### src/sv/lsq_pkg.sv
`timescale 1ns / 1ps
// ---------------------------------------------------------------------------
// lsq_pkg
// Shared constants, codes and types of the layered sprite queue.
// ---------------------------------------------------------------------------
package lsq_pkg;

   localparam int MAX_LAYERS    = 8;
   localparam int MAX_PER_LAYER = 8;

   localparam int LAYER_W = (MAX_LAYERS > 1) ? $clog2(MAX_LAYERS) : 1;
   localparam int SLOT_W  = (MAX_PER_LAYER > 1) ? $clog2(MAX_PER_LAYER) : 1;
   localparam int FILL_W  = $clog2(MAX_PER_LAYER + 1);
   localparam int RAM_AW  = LAYER_W + SLOT_W;
   localparam int RAM_DEPTH = 1 << RAM_AW;

   // field widths of the request and response
   localparam int HANDLE_W    = 16;
   localparam int REQ_LAYER_W = 8;
   localparam int STATUS_W    = 2;
   localparam int OUT_LAYER_W = 3;

   // configuration port
   localparam int CFG_W      = 4;
   localparam int CSR_DATA_W = 32;
   localparam int CSR_ADDR_W = 3;

   localparam logic OP_QUEUE = 1'b0;
   localparam logic OP_DRAIN = 1'b1;

   localparam logic [STATUS_W-1:0] STATUS_QUEUED   = 2'd0;
   localparam logic [STATUS_W-1:0] STATUS_REJECTED = 2'd1;
   localparam logic [STATUS_W-1:0] STATUS_DRAINED  = 2'd2;
   localparam logic [STATUS_W-1:0] STATUS_EMPTY    = 2'd3;

   localparam logic REG_LAYERS   = 1'b0;
   localparam logic REG_CAPACITY = 1'b1;

   typedef enum logic [2:0] {
      ST_IDLE = 3'b001,
      ST_SCAN = 3'b010,
      ST_EMIT = 3'b100
   } state_type;

   // effective limits, already clamped to the storage size
   typedef struct packed {
      logic [CFG_W-1:0] nlay;
      logic [CFG_W-1:0] cap;
   } cfg_type;

endpackage

### src/sv/lsq_csr.sv
`timescale 1ns / 1ps
// ---------------------------------------------------------------------------
// lsq_csr
// Configuration registers: layer count and per-layer capacity.
// ---------------------------------------------------------------------------
module lsq_csr import lsq_pkg::*; (
   input  logic                  clock,
   input  logic                  reset,
   input  logic                  csr_psel,
   input  logic                  csr_penable,
   input  logic                  csr_pwrite,
   input  logic [CSR_ADDR_W-1:0] csr_paddr,
   input  logic [CSR_DATA_W-1:0] csr_pwdata,
   output logic [CSR_DATA_W-1:0] csr_prdata,
   output logic                  csr_pready,
   output cfg_type               cfg
);

   logic [CFG_W-1:0] layers_ff, layers_in;
   logic [CFG_W-1:0] cap_ff, cap_in;
   logic             wr_fire;
   logic             reg_sel;

   assign csr_pready = 1'b1;
   assign wr_fire    = csr_psel && csr_penable && csr_pwrite && csr_pready;
   assign reg_sel    = csr_paddr[CSR_ADDR_W-1];

   always_comb begin
      layers_in = layers_ff;
      cap_in    = cap_ff;
      if (wr_fire) begin
         unique case (reg_sel)
            REG_LAYERS:   layers_in = csr_pwdata[CFG_W-1:0];
            REG_CAPACITY: cap_in    = csr_pwdata[CFG_W-1:0];
            default:      layers_in = layers_ff;
         endcase
      end
   end

   always_ff @(posedge clock) begin
      if (reset) begin
         layers_ff <= CFG_W'(MAX_LAYERS);
         cap_ff    <= CFG_W'(MAX_PER_LAYER);
      end else begin
         layers_ff <= layers_in;
         cap_ff    <= cap_in;
      end
   end

   assign csr_prdata = (reg_sel == REG_CAPACITY) ?
                       {{(CSR_DATA_W-CFG_W){1'b0}}, cap_ff} :
                       {{(CSR_DATA_W-CFG_W){1'b0}}, layers_ff};

   // values above the storage size act as the storage size
   assign cfg.nlay = (layers_ff > CFG_W'(MAX_LAYERS)) ? CFG_W'(MAX_LAYERS) : layers_ff;
   assign cfg.cap  = (cap_ff > CFG_W'(MAX_PER_LAYER)) ? CFG_W'(MAX_PER_LAYER) : cap_ff;

endmodule

### config.mk
export PLATFORM = sky130hd
export DESIGN_NAME = lsq_csr
export DESIGN_NICKNAME = d
export VERILOG_FILES = /design/src/sv/lsq_pkg.sv /design/src/sv/lsq_csr.sv
export SDC_FILE = /design/constraint.sdc
export NUM_CORES = 1
export LEC_CHECK = 0
export ABC_CLOCK_PERIOD_IN_PS = 1100
export BUFFER_PORTS_ARGS = -buffer_cell sky130_fd_sc_hd__buf_4
export CAP_MARGIN = 20
export CORE_AREA = 5 5 48 59
export CTS_CLUSTER_DIAMETER = 80
export CTS_CLUSTER_SIZE = 10
export DETAILED_ROUTE_END_ITERATION = 10
export DIE_AREA = 0 0 53 64
export GPL_ROUTABILITY_DRIVEN = 0
export PLACE_DENSITY = 0.74
export SLEW_MARGIN = 40
export SYNTH_ARGS = -nofsm -noshare
export SYNTH_HDL_FRONTEND = slang
export SYNTH_SLANG_ARGS = --single-unit
### constraint.sdc
create_clock -name clock -period 1.1 [get_ports clock]
set_clock_uncertainty 0.2 [all_clocks]
set_input_delay 0.055 -clock clock [delete_from_list [all_inputs] [get_ports clock]]
set_output_delay 0.055 -clock clock [all_outputs]
set_load 0.02 [all_outputs]
==> summary.md, run 1 <==
After global routing the overflow that remains totals 0. The power per cell area is 802 nW/µm², and the post-synthesis instance area is 688 µm². The worst hold slack was -0.0661 ns. The number of antenna diodes in the final layout is 0. The number of buffers inserted during clock tree synthesis came out at 3. The switching share of power is 33.2%. The worst register-to-register path has a depth of 3. The power dissipated by switching net loads is 0.247 mW. The internal power component is 0.497 mW, and the net count reported at finish is 147. The static leakage was 0.463 nW; the slack of the worst reg-to-reg path was 0.15 ns.

Along the worst hold path, the cell count comes to 3. The run gives 1 as the first-pass iteration count of the detailed router. The tools report the data arrival time at the worst-slack endpoint as 1.01 ns. TritonCTS built the clock tree. The part of the power in combinational logic came out at 28.5%.

The highest fanout seen on the critical path was 5; the maximum number of buffers from clock root to sink was 2. The area growth from synthesis to layout is 34.7%. The minimum clock period is 1.27 ns, and the final setup slack of the worst path is -0.168 ns. In this run, the number of DRC markers left after iteration 0 of detailed routing was 0. The logs give 0 for the number of nets still failing antenna checks after routing and 0 for the DRC violation count after routing. The most frequent standard cell in the layout excluding fill and tap cells is sky130_fd_sc_hd__conb_1. The tools report the pin count of the biggest net entering global routing as 13. The final reports fail on hold timing, setup timing. Synthesis instantiated 14 different standard cells from the library. The portion of the clock cycle consumed by the worst path in the final layout was 115%; the post-synthesis instance total was 77.

Endpoint class of the critical path: an output pin. The number of antenna violations at the first check in global routing came out at 0. The floorplan step set the die height to 64 µm. Cells with a size suffix above 1 make up 42.9% of the layout. The mean cell area of the mapped netlist was 8.94 µm²; the count of placed standard cells including taps was 124. Max-cap violations in this run came to 0. The number of global-route vias before repair is 485. In the layout the commonest cells are sky130_fd_sc_hd__conb_1 (29), sky130_fd_sc_hd__buf_4 (16), sky130_fd_sc_hd__buf_6 (10). The tools report the max-slew violation total from the final report as 0.

Setup violations remaining at the end of the flow were counted as 11. Die outline width: 53 µm. Cell row count: 19. The startpoint identified for the worst hold timing path is csr_penable. The critical setup path kind was flop to output pin.

The average via count per standard cell works out to 3.80. The insertion delay to the later sink of the worst-skew pair is 0.26 ns, and the number of sinks handled by clock tree synthesis is 8. Clock-pin slew was measured on the worst setup and hold paths at 0.05 ns. During synthesis, Yosys emitted a total of 0 warnings. The endpoint identified for the worst register-to-register timing path is cap_ff[3].

The part of the total power dissipated in sequential elements was 40.5%. The run gives 1450 µm as the total wirelength of the detailed-routed design. The type of origin of the critical path was a flop. In the global route stage, overall resource usage came out at 8.07%. At the placement stage, the worst setup path has a slack of 0.0719 ns. During placement, the flow inserted port buffers numbering 21. In this run the critical register-to-register path is launched from cap_ff[3]. In the final routed layout, each cell accounts on average for 10.7 µm.

The run gives 1120 µm as the HPWL reported at the end of detailed placement. The path class of the lowest-slack min-delay path was input pin to flop. Setup repair after global routing could not meet its margin everywhere. The first global-routing pass estimated 2000 µm of wire.

The flow ran to the end, but the final reports show violations. Derived from the worst setup path, the maximum achievable clock frequency is 0.789 GHz. The power share of the clock group came out at 31.0%. The die covers 3390 µm².

The number of synthesized register bits works out to 8. STA puts the critical path data required time at 0.84 ns. The cell chosen for the clock root is sky130_fd_sc_hd__clkbuf_4.

The initial utilization of the core area, before any placement, comes to 31.1%. The filler cells instantiated in the layout total 221. Cells fill 41.9% of the core in the end. The worst hold path terminates at layers_ff[0].

Worst ir drop on vdd: 0.594 mV. For this design the top-level I/O count stands at 81. The cell area after layout is 927 µm², and the final hold violation count is 2.

The core area is 2210 µm². The run gives 753 µm² as the area after detailed placement. The finished layout holds 136 standard cells, fillers aside.

The H-tree depth is 1. Across all layers, the routed design uses 517 vias. Buffers inserted to repair hold after CTS numbered 5. Summing the sequential cell areas from Yosys gives 23.3% of the chip area.
cells in the mapped netlist:
| master | count | share of area (%) |
|---|---|---|
| sky130_fd_sc_hd__nor2_1 | 3 | 1.6 |
| sky130_fd_sc_hd__nand4_1 | 1 | 0.91 |
| sky130_fd_sc_hd__buf_4 | 29 | 32 |
| sky130_fd_sc_hd__mux2_2 | 4 | 6.5 |
| sky130_fd_sc_hd__buf_6 | 1 | 1.6 |
| sky130_fd_sc_hd__and4_2 | 1 | 1.5 |
| sky130_fd_sc_hd__and4b_1 | 1 | 1.5 |
| sky130_fd_sc_hd__nand4b_4 | 1 | 3.5 |
| sky130_fd_sc_hd__mux2i_1 | 8 | 12 |
| sky130_fd_sc_hd__nand2b_1 | 9 | 8.2 |
| sky130_fd_sc_hd__conb_1 | 2 | 1.1 |
| sky130_fd_sc_hd__nor2b_1 | 6 | 5.5 |
| sky130_fd_sc_hd__clkbuf_1 | 3 | 1.6 |
| sky130_fd_sc_hd__dfxtp_1 | 8 | 23 |
worst max-delay path: stages, from the launching register on:
cell and delay [ns]:
sky130_fd_sc_hd__dfxtp_4 0.36, sky130_fd_sc_hd__mux2_2 0.27, sky130_fd_sc_hd__buf_6 0.13
sequential cells by signal (all words and copies together), names as in the netlist:
| register | flops |
|---|---|
| cap_ff | 4 |
| layers_ff | 4 |
cells by family after synthesis:
| logic type | synth area share, % |
|---|---|
| muxes | 18.2 |
| and+or+nand+nor | 22.5 |
| DFF | 23.3 |
| buffers and inverters | 34.9 |
| other | 1.09 |
final cells by class:
| cell class | count | area, µm² | area share, % |
|---|---|---|---|
| flip-flops and latches | 8 | 173 | 18.6 |
| well taps | 31 | 38.8 | 4.18 |
| clock buffers | 3 | 22.5 | 2.43 |
| repair buffers | 31 | 283 | 30.5 |
| multi-input cells | 63 | 410 | 44.3 |
worst max-delay path by stage:
stage                      start             to  slack (ns)  cells past startpoint
finish              layers_ff[3]  csr_prdata[3]       -0.17                      2
global route        layers_ff[3]  csr_prdata[3]       -0.20                      2
CTS                 layers_ff[3]  csr_prdata[3]       -0.17                      2
detailed placement  layers_ff[3]  csr_prdata[3]        0.07                      2
global placement    layers_ff[3]  csr_prdata[3]        0.08                      2
floorplan           layers_ff[0]         cfg[4]        0.19                      1
layer usage:
layer / vias to the layer above / wire length, µm / track usage [%] / part of all wire (%)
li1: 247 / - / - / -
met2: 34 / 789 / 16.0 / 54
met5: - / 0 / 0 / 0
met4: 0 / 12 / 2.88 / 0.83
met3: 4 / 198 / 4.19 / 14
met1: 232 / 448 / 6.20 / 31
power by group through the flow:
stage	registers, mW	clock network [mW]	logic, mW
finish	0.301	0.231	0.212
global placement	0.308	0	0.174
floorplan	0.307	0	0.214
detailed placement	0.308	0	0.177
CTS	0.300	0.236	0.202
global route	0.302	0.252	0.227
metrics by stage:
step	hold slack, ns	TNS [ns]	power, mW
final	-0.0661	-1.25	0.743
after CTS	-0.0664	-1.28	0.738
after floorplan	0.0265	0	0.521
after detailed placement	0.135	0	0.485
after global routing	-0.0554	-1.73	0.781
after global placement	0.123	0	0.482
timing repair:
item | in CTS | in global routing
gates resized for setup | 18 | 6
gates cloned | 0 | 0
hold endpoints to repair | 8 | 2
buffers inserted | 3 | 1
setup endpoints to repair | 11 | 15
Note: power is estimated with default switching activity, not from simulation.
==> inputs of run 2 (changes only) <==
--- a/config.mk
+++ b/config.mk
@@ -5,16 +5,16 @@
 export SDC_FILE = /design/constraint.sdc
 export NUM_CORES = 1
 export LEC_CHECK = 0
-export ABC_CLOCK_PERIOD_IN_PS = 1100
+export ABC_CLOCK_PERIOD_IN_PS = 1500
 export BUFFER_PORTS_ARGS = -buffer_cell sky130_fd_sc_hd__buf_4
 export CAP_MARGIN = 20
-export CORE_AREA = 5 5 48 59
+export CORE_AREA = 5 5 47 57
 export CTS_CLUSTER_DIAMETER = 80
 export CTS_CLUSTER_SIZE = 10
 export DETAILED_ROUTE_END_ITERATION = 10
-export DIE_AREA = 0 0 53 64
+export DIE_AREA = 0 0 52 62
 export GPL_ROUTABILITY_DRIVEN = 0
-export PLACE_DENSITY = 0.74
+export PLACE_DENSITY = 0.78
 export SLEW_MARGIN = 40
 export SYNTH_ARGS = -nofsm -noshare
 export SYNTH_HDL_FRONTEND = slang
==> constraint.sdc (replaced) <==
create_clock -name clock -period 1.5 [get_ports clock]
set_clock_uncertainty 0.2 [all_clocks]
set_input_delay 0.075 -clock clock [delete_from_list [all_inputs] [get_ports clock]]
set_output_delay 0.075 -clock clock [all_outputs]
set_load 0.02 [all_outputs]
==> run 2 against run 1 <==
Net effect: the flow now finishes without violations; global-route usage increased by 0.60 points; combinational power decreased by 31%; critical path depth unchanged; clock-buffer cell count unchanged; cell area decreased by 8.6%; critical path type unchanged.
==> summary.md, run 2 (same netlist as run 1, synthesis figures left out) <==
In the routed design, unresolved DRC markers number 0. Global routing finished with a remaining overflow of 0. After detailed routing, the number of vias per cell comes to 3.68. The later pin in the worst-skew pair is clocked with a latency of 0.25 ns. Of all nets on the critical path, the largest fanout is 6. The number of setup buffers added after CTS is 0. Counting the buffers created by CTS gives 3. The post-route core utilization was 41.3%. The signal on the critical path passes through mux2_2 > buf_4. The minimum clock period came out at 1.33 ns. The data arrival time at the worst-slack endpoint is 1.06 ns, and the number of buffers added on ports is 21.

The core region is 2050 µm². Global-route wire length before repair: 2040 µm. The critical path is of the flop to output pin type. The max-slew violation total from the final report was 0.

The number of global-route vias before repair is 487, and the starting utilization of the core area is 33.6%. Total chip power: 0.536 mW. In the layout the commonest cells are sky130_fd_sc_hd__conb_1 (29), sky130_fd_sc_hd__buf_4 (21), sky130_fd_sc_hd__nand2b_1 (9).

The largest registers in the layout are cap_ff (4), layers_ff (4). For the count of cells resized by post-cts repair, the log shows 0. The final non-filler cell total is 133, and the average wire per standard cell is 10.0 µm. The worst hold path belongs to the class input pin to flop. The number of antenna diodes in the final layout is 0. Entering global routing, the biggest net connects 13 pins. The die covers 3220 µm². The run gives 0 as the number of endpoints failing setup at the final stage.

The fraction of layout instances using a drive strength above 1 is 29.1%, and the maximum cell stage delay along the critical path is 0.36 ns. After the first detailed-routing iteration, the DRC count stood at 6. During I/O placement, the number of pins put on the boundary was 81.

The achievable frequency is 0.751 GHz, and the portion of the clock cycle consumed by the worst path in the final layout is 88.8%. The total wirelength of the detailed-routed design is 1340 µm. Detailed placement finished with a half-perimeter wire length of 1070 µm. Summed over all failing endpoints, the final setup total negative slack is 0 ns. The vias after detailed routing is 490, and the first-pass iteration count of the detailed router is 4. The die extent in y works out to 62 µm. Leaving out fill and tap cells, the most frequent cell in the layout is sky130_fd_sc_hd__conb_1.

The H-tree depth was 1. The run finished with clean final reports. Setup repair after global routing left no endpoint under its margin.

The synthesis-to-finish area growth is 23.1%. STA classifies the critical path endpoint as an output pin. The clock transition at the registers of the reported paths works out to 0.06 ns.

The required time of the critical path was 1.22 ns; the count of maximum capacitance violations was 0. TritonCTS built the clock tree. Cell row count: 18. Critical path's slowest cell: sky130_fd_sc_hd__dfxtp_1. The number of antenna violations at the first check in global routing came out at 0.

After the last flow step, the layout net total stands at 145. The tools report the count of placed standard cells including taps as 122. The run gives 0 as the final hold violation count.

Dividing total power by cell area gives a power density of 633 nW/µm². The clock passes through at most 2 buffers. The run gives 0.462 mV as the worst ir drop on vdd.

The overall routing resource usage is 8.67%. Die outline width: 52 µm. The clock net in this run drives a total of 8 sinks. In this run, post-CTS hold repair placed 8 buffers. The root buffer cell chosen for the clock tree is sky130_fd_sc_hd__clkbuf_4.

The tools report the type of origin of the critical path as a flop. In this run the remaining antenna-violating nets after routing total 0. For the static leakage, the log shows 0.425 nW.
-- run 2: per-stage QoR --
step	area, µm²	worst slack (ns)	hold slack, ns
2_1_floorplan	790	0.571	0.0465
3_3_place_gp	744	0.454	0.143
3_5_place_dp	744	0.442	0.157
4_1_cts	847	0.156	0.0188
5_1_grt	847	0.128	0.0294
6_report	847	0.168	0.0280
-- run 2: cell type report --
| class | count | area, µm² |
|---|---|---|
| Timing Repair Buffer | 29 | 238 |
| Tap cell | 30 | 37.5 |
| Multi-Input combinational cell | 63 | 389 |
| Sequential cell | 8 | 160 |
| Fill cell | 206 | 1200 |
| Clock buffer | 3 | 22.5 |
-- run 2: worst paths after layout --
| kind | start | end | slack, ns | cells after the start |
|---|---|---|---|---|
| max | cap_ff[3] | csr_prdata[3] | 0.17 | 2 |
| min reg2reg | layers_ff[2] | layers_ff[2] | 0.29 | 2 |
| min | csr_paddr[2] | layers_ff[1] | 0.03 | 3 |
| max reg2reg | cap_ff[3] | cap_ff[3] | 0.61 | 2 |
-- run 2: worst max-delay path, delay by kind of cell, from the launching register on --
kind	cells	cell delay, ns
flip-flops	1	0.36
multiplexers	1	0.28
buffers and inverters	1	0.16
-- run 2: report_power, final --
group / internal [mW] / total, mW / switching (mW)
Clock: 0.0917 / 0.168 / 0.0758
Sequential: 0.217 / 0.222 / 0.00445
Combinational: 0.0503 / 0.147 / 0.0968
Total: 0.359 / 0.536 / 0.177
-- run 2: per-layer routing --
layer  wire length, µm  global-route usage [%]  up-vias
li1                  -                       -      240
met1               520                    9.24      215
met2               626                    14.7       35
met3               189                    5.01        0
met4                 0                    2.25        0
met5                 0                       0        -
